**src/hw/rtl/tmdc_pkg.sv**
```systemverilog
`timescale 1ns / 1ps
// ----------------------------------------------------------------------------
// Text-mode display controller package
// Shared geometry constants, operation codes, payload structs and the
// command/status bundles between the controller and the datapath.
// ----------------------------------------------------------------------------
package tmdc_pkg;

    // Display geometry
    localparam int TEXT_ROWS     = 8;
    localparam int TEXT_COLS     = 16;
    localparam int SCREEN_WIDTH  = 96;
    localparam int SCREEN_HEIGHT = 64;
    localparam int GLYPH_W       = 6;
    localparam int GLYPH_H       = 8;
    localparam int NUM_CELLS     = TEXT_ROWS * TEXT_COLS;
    localparam int CELL_AW       = $clog2(NUM_CELLS);
    localparam int FONT_ROWS     = 256 * GLYPH_H;
    localparam int GLYPH_AW      = $clog2(FONT_ROWS);
    localparam int BM_AW         = $clog2(SCREEN_HEIGHT);

    // Scroll copy: every row but the first moves up by one row
    localparam int SCROLL_LEN    = (TEXT_ROWS - 1) * TEXT_COLS;
    localparam int SCNT_W        = $clog2(SCROLL_LEN + 1);

    // x / 6 as (x * 43) >> 8, exact for x below 128
    localparam int DIV6_MUL      = 43;
    localparam int DIV6_SHIFT    = 8;

    // Leftmost glyph pixel sits in the MSB of a font row
    localparam logic [2:0] GLYPH_MSB = 3'd7;

    // Configuration port
    localparam int CFG_IDX_W  = 2;
    localparam int CFG_DATA_W = 32;
    localparam logic [CFG_IDX_W-1:0] CFG_FG_COLOR      = 2'd0;
    localparam logic [CFG_IDX_W-1:0] CFG_BG_COLOR      = 2'd1;
    localparam logic [CFG_IDX_W-1:0] CFG_GLOBAL_INVERT = 2'd2;

    localparam logic [31:0] FG_COLOR_RESET = 32'hFF78C299;
    localparam logic [31:0] BG_COLOR_RESET = 32'hFF5C4530;

    // Operation codes
    typedef enum logic [2:0] {
        MODE_CELL    = 3'd0,
        MODE_FONT    = 3'd1,
        MODE_PIXEL   = 3'd2,
        MODE_BITMAP  = 3'd3,
        MODE_READ    = 3'd4,
        MODE_PUTCHAR = 3'd5,
        MODE_NEWLINE = 3'd6,
        MODE_CLEAR   = 3'd7
    } mode_t;

    typedef struct packed {
        mode_t       mode;
        logic [2:0]  cell_row;
        logic [3:0]  cell_col;
        logic [7:0]  char_code;
        logic        cell_invert;
        logic [2:0]  glyph_row;
        logic [7:0]  glyph_bits;
        logic [5:0]  pix_y;
        logic [6:0]  pix_x;
        logic        pixel_on;
    } in_t;

    typedef struct packed {
        logic [31:0] pixel_color;
        logic        pixel_lit;
        logic [2:0]  cursor_row_now;
        logic [3:0]  cursor_col_now;
        logic        text_mode_on;
    } out_t;

    typedef struct packed {
        logic [7:0] code;
        logic       inv;
    } cell_t;

    typedef enum logic [2:0] {
        ST_IDLE,
        ST_EXEC,
        ST_BM_WR,
        ST_GLYPH_RD,
        ST_SCROLL,
        ST_RESP
    } state_t;

    // Controller to datapath
    typedef struct packed {
        logic item_load;
        logic cell_wr_item;
        logic cell_wr_cursor;
        logic cell_rd_pixel;
        logic clear_cells;
        logic glyph_wr;
        logic glyph_rd;
        logic bm_rd;
        logic bm_wr;
        logic text_on;
        logic text_off;
        logic cursor_put;
        logic cursor_newline;
        logic scroll_start;
        logic scroll_step;
        logic out_load;
    } cmd_t;

    // Datapath to controller
    typedef struct packed {
        mode_t mode;
        logic  pix_in_range;
        logic  text_mode;
        logic  cursor_last_row;
        logic  cursor_last_col;
        logic  scroll_done;
        logic  out_free;
    } status_t;

endpackage

```
**src/hw/rtl/tmdc_ctrl.sv**
```systemverilog
`timescale 1ns / 1ps
// ----------------------------------------------------------------------------
// Text-mode display controller sequencer
// Accepts one transaction at a time, steps the datapath through the memory
// accesses of its operation and hands the result to the output register.
// ----------------------------------------------------------------------------
module tmdc_ctrl (
    input  logic              aclk,
    input  logic              aresetn,
    input  logic              s_valid,
    output logic              s_ready,
    input  tmdc_pkg::status_t status,
    output tmdc_pkg::cmd_t    cmd
);
    import tmdc_pkg::*;

    state_t state_reg;
    state_t state_next;
    logic   done;

    // State register
    always_ff @(posedge aclk) begin
        if (!aresetn) begin
            state_reg <= ST_IDLE;
        end else begin
            state_reg <= state_next;
        end
    end

    // Next state and commands
    always_comb begin
        state_next = state_reg;
        cmd        = '0;
        s_ready    = 1'b0;
        done       = 1'b0;
        case (state_reg)
            ST_IDLE: begin
                s_ready = 1'b1;
                if (s_valid) begin
                    cmd.item_load = 1'b1;
                    state_next    = ST_EXEC;
                end
            end
            ST_EXEC: begin
                case (status.mode)
                    MODE_CELL: begin
                        cmd.cell_wr_item = 1'b1;
                        cmd.text_on      = 1'b1;
                        done             = 1'b1;
                    end
                    MODE_FONT: begin
                        cmd.glyph_wr = 1'b1;
                        done         = 1'b1;
                    end
                    MODE_PIXEL: begin
                        if (status.pix_in_range) begin
                            cmd.bm_rd  = 1'b1;
                            state_next = ST_BM_WR;
                        end else begin
                            done = 1'b1;
                        end
                    end
                    MODE_BITMAP: begin
                        cmd.text_off = 1'b1;
                        done         = 1'b1;
                    end
                    MODE_READ: begin
                        if (!status.pix_in_range) begin
                            done = 1'b1;
                        end else if (status.text_mode) begin
                            cmd.cell_rd_pixel = 1'b1;
                            state_next        = ST_GLYPH_RD;
                        end else begin
                            cmd.bm_rd  = 1'b1;
                            state_next = ST_RESP;
                        end
                    end
                    MODE_PUTCHAR: begin
                        cmd.cell_wr_cursor = 1'b1;
                        cmd.text_on        = 1'b1;
                        cmd.cursor_put     = 1'b1;
                        if (status.cursor_last_col && status.cursor_last_row) begin
                            cmd.scroll_start = 1'b1;
                            state_next       = ST_SCROLL;
                        end else begin
                            done = 1'b1;
                        end
                    end
                    MODE_NEWLINE: begin
                        cmd.cursor_newline = 1'b1;
                        if (status.cursor_last_row) begin
                            cmd.scroll_start = 1'b1;
                            state_next       = ST_SCROLL;
                        end else begin
                            done = 1'b1;
                        end
                    end
                    MODE_CLEAR: begin
                        cmd.clear_cells = 1'b1;
                        cmd.text_on     = 1'b1;
                        done            = 1'b1;
                    end
                    default: begin
                        done = 1'b1;
                    end
                endcase
            end
            ST_BM_WR: begin
                cmd.bm_wr = 1'b1;
                done      = 1'b1;
            end
            ST_GLYPH_RD: begin
                cmd.glyph_rd = 1'b1;
                state_next   = ST_RESP;
            end
            ST_SCROLL: begin
                cmd.scroll_step = 1'b1;
                if (status.scroll_done) begin
                    done = 1'b1;
                end
            end
            ST_RESP: begin
                done = 1'b1;
            end
            default: begin
                state_next = ST_IDLE;
            end
        endcase

        // Hand the result over, or hold it back until the output slot frees
        if (done) begin
            if (status.out_free) begin
                cmd.out_load = 1'b1;
                state_next   = ST_IDLE;
            end else begin
                state_next = ST_RESP;
            end
        end
    end

`ifndef SYNTHESIS
    // An accepted transaction is always dispatched on the next cycle
    a_accept_exec: assert property (@(posedge aclk) disable iff (!aresetn)
        (s_valid && s_ready) |=> (state_reg == ST_EXEC))
        else $error("accepted transaction not dispatched");
`endif

endmodule

```
**config.mk**
```make
export PLATFORM = sky130hd
export DESIGN_NAME = tmdc_ctrl
export DESIGN_NICKNAME = d
export VERILOG_FILES = /design/src/hw/rtl/tmdc_pkg.sv /design/src/hw/rtl/tmdc_ctrl.sv
export SDC_FILE = /design/constraint.sdc
export NUM_CORES = 1
export LEC_CHECK = 0
export BUFFER_PORTS_ARGS = -buffer_cell sky130_fd_sc_hd__buf_4
export CORE_AREA = 3 3 40 42
export CTS_BUF_LIST = sky130_fd_sc_hd__clkbuf_2
export DETAILED_ROUTE_END_ITERATION = 8
export DIE_AREA = 0 0 43 45
export GPL_TIMING_DRIVEN = 0
export PLACE_DENSITY = 0.7
export REMOVE_ABC_BUFFERS = 1
export SYNTH_ARGS = -nofsm -noshare
export SYNTH_HDL_FRONTEND = slang
export SYNTH_SLANG_ARGS = --single-unit
export TNS_END_PERCENT = 5
```
**constraint.sdc**
```tcl
create_clock -name aclk -period 2.7 [get_ports aclk]
set_clock_uncertainty 0.05 [all_clocks]
set_input_delay 0.27 -clock aclk [delete_from_list [all_inputs] [get_ports aclk]]
set_output_delay 0.27 -clock aclk [all_outputs]
set_load 0.03 [all_outputs]
```
; ---- Yosys cells after proc, flatten, opt, wreduce, memory -nomap -nowiden
; Index checks and enable logic that the tools add are counted.
[word_totals]
ff_bits = 3
latchBits = 0
ramBits = 0
romBits = 0
in_bits = 12
output_inout_bits = 17
elab_cells = 73
n_memories = 0
[classes]
addsub = 0
n_mul = 0
div = 0
magnitude_cmp = 0
n_eq_ne = 19
n_shift = 0
muxes = 44
n_bitwise = 0
n_reduce_logical = 9
[ops]
columns = operator, n
row1 = $mux 1, 28
row2 = $mux 3, 8
row3 = $pmux 3 s4, 2
row4 = $eq 3x3->1 const B, 6
row5 = $ne 4x4->1 const B, 4
row6 = $eq 3x2->1 const B, 4
row7 = $mux 5, 2
row8 = $reduce_and 7->1, 1
row9 = $eq 3x1->1 const B, 2
row10 = $logic_not 3->1, 2
row11 = $ne 6x2->1 const B, 1
row12 = $reduce_or 3->1, 2
row13 = $pmux 1 s2, 2
row14 = $pmux 1 s4, 1
row15 = $reduce_or 2->1, 2
row16 = $reduce_or 4->1, 1
row17 = $ne 3x3->1 const B, 1
row18 = $pmux 1 s3, 1
row19 = $ne 2x1->1 const B, 1
row20 = $logic_and 1x1->1, 1

; ---- Logic depth before layout (Yosys ltp)
[depth]
word_depth = 6
ltp_mapped = 5
ltp_nobuf = 4

; ---- Least setup slack after synthesis
; No wires, ideal clock.
[synth_timing]
path_kind = flip-flop to output port
startpoint = register state_reg[1]
endpoint = output port cmd[0] in the netlist's numbering
t_arrival_ns = 2.182
required_time_ns = 2.380
slack_ns = 0.198
path_stages_with_launch = 5
n_path_buf = 1
path_cell_list = dfxtp_1 > buf_2 > nor3b_1 > a221oi_1 > a21boi_0
[synth_rtl]
columns = item, line_no
row1 = start: declaration, tmdc_ctrl.sv:17  ; state_t state_reg;
row2 = start signal: assignment, tmdc_ctrl.sv:26  ; state_reg <= state_next;
row3 = end: declaration, tmdc_ctrl.sv:13  ; output tmdc_pkg::cmd_t cmd

==> impl_metrics.toml <==
[critical_path]
r2r_start = "state_reg[0]"
crit_required_ns = 2.38
cp_cell_sequence = "or3b_1, nor4b_1, buf_4"
cp_num_buf_inv = 1
critical_path.top_delay_family = "simple AND/OR/NAND/NOR gates"
crit_arrival_ns = 1.75
startpoint_type = "flip-flop"
crit_path_start = "state_reg[0]"
endpoint_kind = "primary output"
worstPathMaxFanout = 13
critical_path.max_stage_delay_ns = 0.55
worstSetupPathType = "reg2out"
slowest_stage = "dfxtp_1"

[logic_synthesis]
synth_area_leader_cell = "dfxtp_1"
seq_area_frac_synth = 0.121
yosys_warnings = 0
synthXorXnorAreaFrac = 0
netlist_instances = 73
synth-async-reset-ratio = 0
synth_edf_count = 0
synth_compound_area_frac = 0.264
muxShareOfSynthArea = 0.0201
synth-simple-area-share = 0.485
synth_flop_cell = "dfxtp_1"
ys_ff_latch = 3
ys_types = 35
synth_adder_area_share = 0
netlist_top_cells_area = "dfxtp_1 12%, nor2b_1 6.3%, nor3_1 6.0%"
synthTopCellsByCount = "7 x nor2_1, 6 x nor3_1, 5 x buf_2, 5 x nor2b_1"
synth_top_family_by_area = "simple AND/OR/NAND/NOR gates"
synth_top_area_frac = 0.121
syn_area_um2 = 498
avgSynthCellArea_um2 = 6.82
synthMostInstantiatedCell = "nor2_1"

[final_layout]
largest_register_ffs = 3
n_fill_cell = 132
seq_area_um2 = 60.1
multiInputGateArea_um2 = 383
fin_area_um2 = 699
final_util = 0.544
nets = 110
antenna_cells = 0
area_growth_pct = 40.5
layout-drive-gt1-share = 0.371

[global_route]
grt_pass1_vias = 525
grt-ovfl-total = 0
grt_util_met2 = 0.243
use_met1 = 0.197
grt_use_met3 = 0.0279
antenna_found_initial = 0
grt_usage = 0.149
grt_pass1_wl_um = 2280
gr-max-usage-layer = "met2"
grt_max_degree = 14

[status]
status = "complete, no violations"

[die]
die_y_um = 45
ios = 29
num_rows = 13
die_x_um = 43
initial_utilization = 0.388
die_area_um2 = 1940
core_um2 = 1280

[placement]
post-dp-hpwl_um = 1060
port_buffers = 28
place_area_um2 = 679
place_congestion = 0.754

[clock_tree]
cts-root-buf = "clkbuf_2"
post_cts_resized = 0
cts_inserted_buffers = 3
clk_latency_ns = 0.22
cts_tree = "built"
ctsHtreeMaxLevel = 1
cts.sinks = 3
clkTransAtPathRegs_ns = 0.05
postCtsHoldBufs = 0
post_cts_buffers = 0
cts_buffer_depth = 2

[timing]
fin_setup_tns_ns = 0
slew-limit-headroom = 0.742
setup_viol = 0
post-route-period-util = 0.767
rsz0062_at_grt = "no"
finalCriticalPeriod_ns = 2.07
final_hold_viol_count = 0
tightest_slew_ns = 0.387
fmax_mhz = 483
finalMaxSlewViolations = 0

[power_and_ir_drop]
clkPwrFrac = 0.215
powerDensity_nw_per_um2 = 439
ir_drop_uv = 149
finalPower_uw = 307
p_sw_frac = 0.467
internal_power_uw = 164
p_leak_nw = 0.314
sequentialPowerShare = 0.222
power_frac_comb = 0.563
p_sw_uw = 143

[hold_path]
hp-class = "in2reg"
worst_hold_startpoint = "aresetn"

[drt]
drt_iter0_markers = 5
routed_via_density = 5.53
drt-pass1-iter-count = 2
antenna_left = 0
wl_per_cell_um = 12.3
num_vias = 619
routed_wirelength_um = 1380
route.detailed.drc = 0

[flow_run]
cap_violations = 0
path summary, 6_finish.rpt:
kind,endpoint,slack (ns),cells after the start
min reg2reg,state_reg[2],0.64,2
max reg2reg,state_reg[0],1.07,3
max,cmd[8],0.63,3
min,state_reg[1],0.30,3
worst register-to-register path: cells and delay by family (launching register included):
| family | cells | cell delay, ns |
|---|---|---|
| flops | 1 | 0.55 |
| compound gates | 2 | 0.41 |
| simple gates | 1 | 0.50 |
area by class of cell:
cell class / count / area share
well taps: 15 / 0.0268
multi-input cells: 60 / 0.547
clock buffers: 4 / 0.0286
inverters: 2 / 0.0107
flip-flops and latches: 3 / 0.0859
repair buffers: 28 / 0.301
per-stage QoR:
stage          instances  hold slack [ns]  setup WS (ns)
6_report             112            0.298          0.630
5_1_grt              112            0.317          0.477
4_1_cts              112            0.293          0.599
3_5_place_dp         108            0.518          0.863
3_3_place_gp         108            0.520          0.841
2_1_floorplan         65            0.361          0.210
kinds of logic (layout without fill, tap and decap cells):
group | Yosys count | after routing
AOI/OAI and AO/OA | 17 | 17
buffers and inverters | 10 | 34
DFF | 3 | 3
muxes | 1 | 1
and+or+nand+nor | 42 | 42
per-layer routing:
metal / wire length, um / share of wire / vias to the layer above
li1: - / - / 320
met1: 616 / 0.45 / 273
met2: 631 / 0.46 / 24
met3: 110 / 0.080 / 2
met4: 21 / 0.015 / 0
met5: 0 / 0 / -
layout by cell type (no fill, tap or decap), drive strengths merged, types with 3 or more instances in the layout:
master / n
and2: 4
buf: 28
a221oi: 3
nand2b: 3
nor2: 7
a21oi: 4
nor3: 6
dfxtp: 3
a211oi: 3
clkbuf: 4
nand2: 3
nor2b: 5
nor3b: 3
nand3: 3
power groups by stage:
| stage | clock, mW | combinational, mW | sequential, mW |
|---|---|---|---|
| floorplan | 0 | 0.113 | 0.0636 |
| global placement | 0 | 0.173 | 0.0687 |
| detailed placement | 0 | 0.174 | 0.0692 |
| CTS | 0.0672 | 0.175 | 0.0681 |
| global route | 0.0679 | 0.189 | 0.0717 |
| finish | 0.0661 | 0.173 | 0.0680 |
Power figures use the tool's default switching activity.
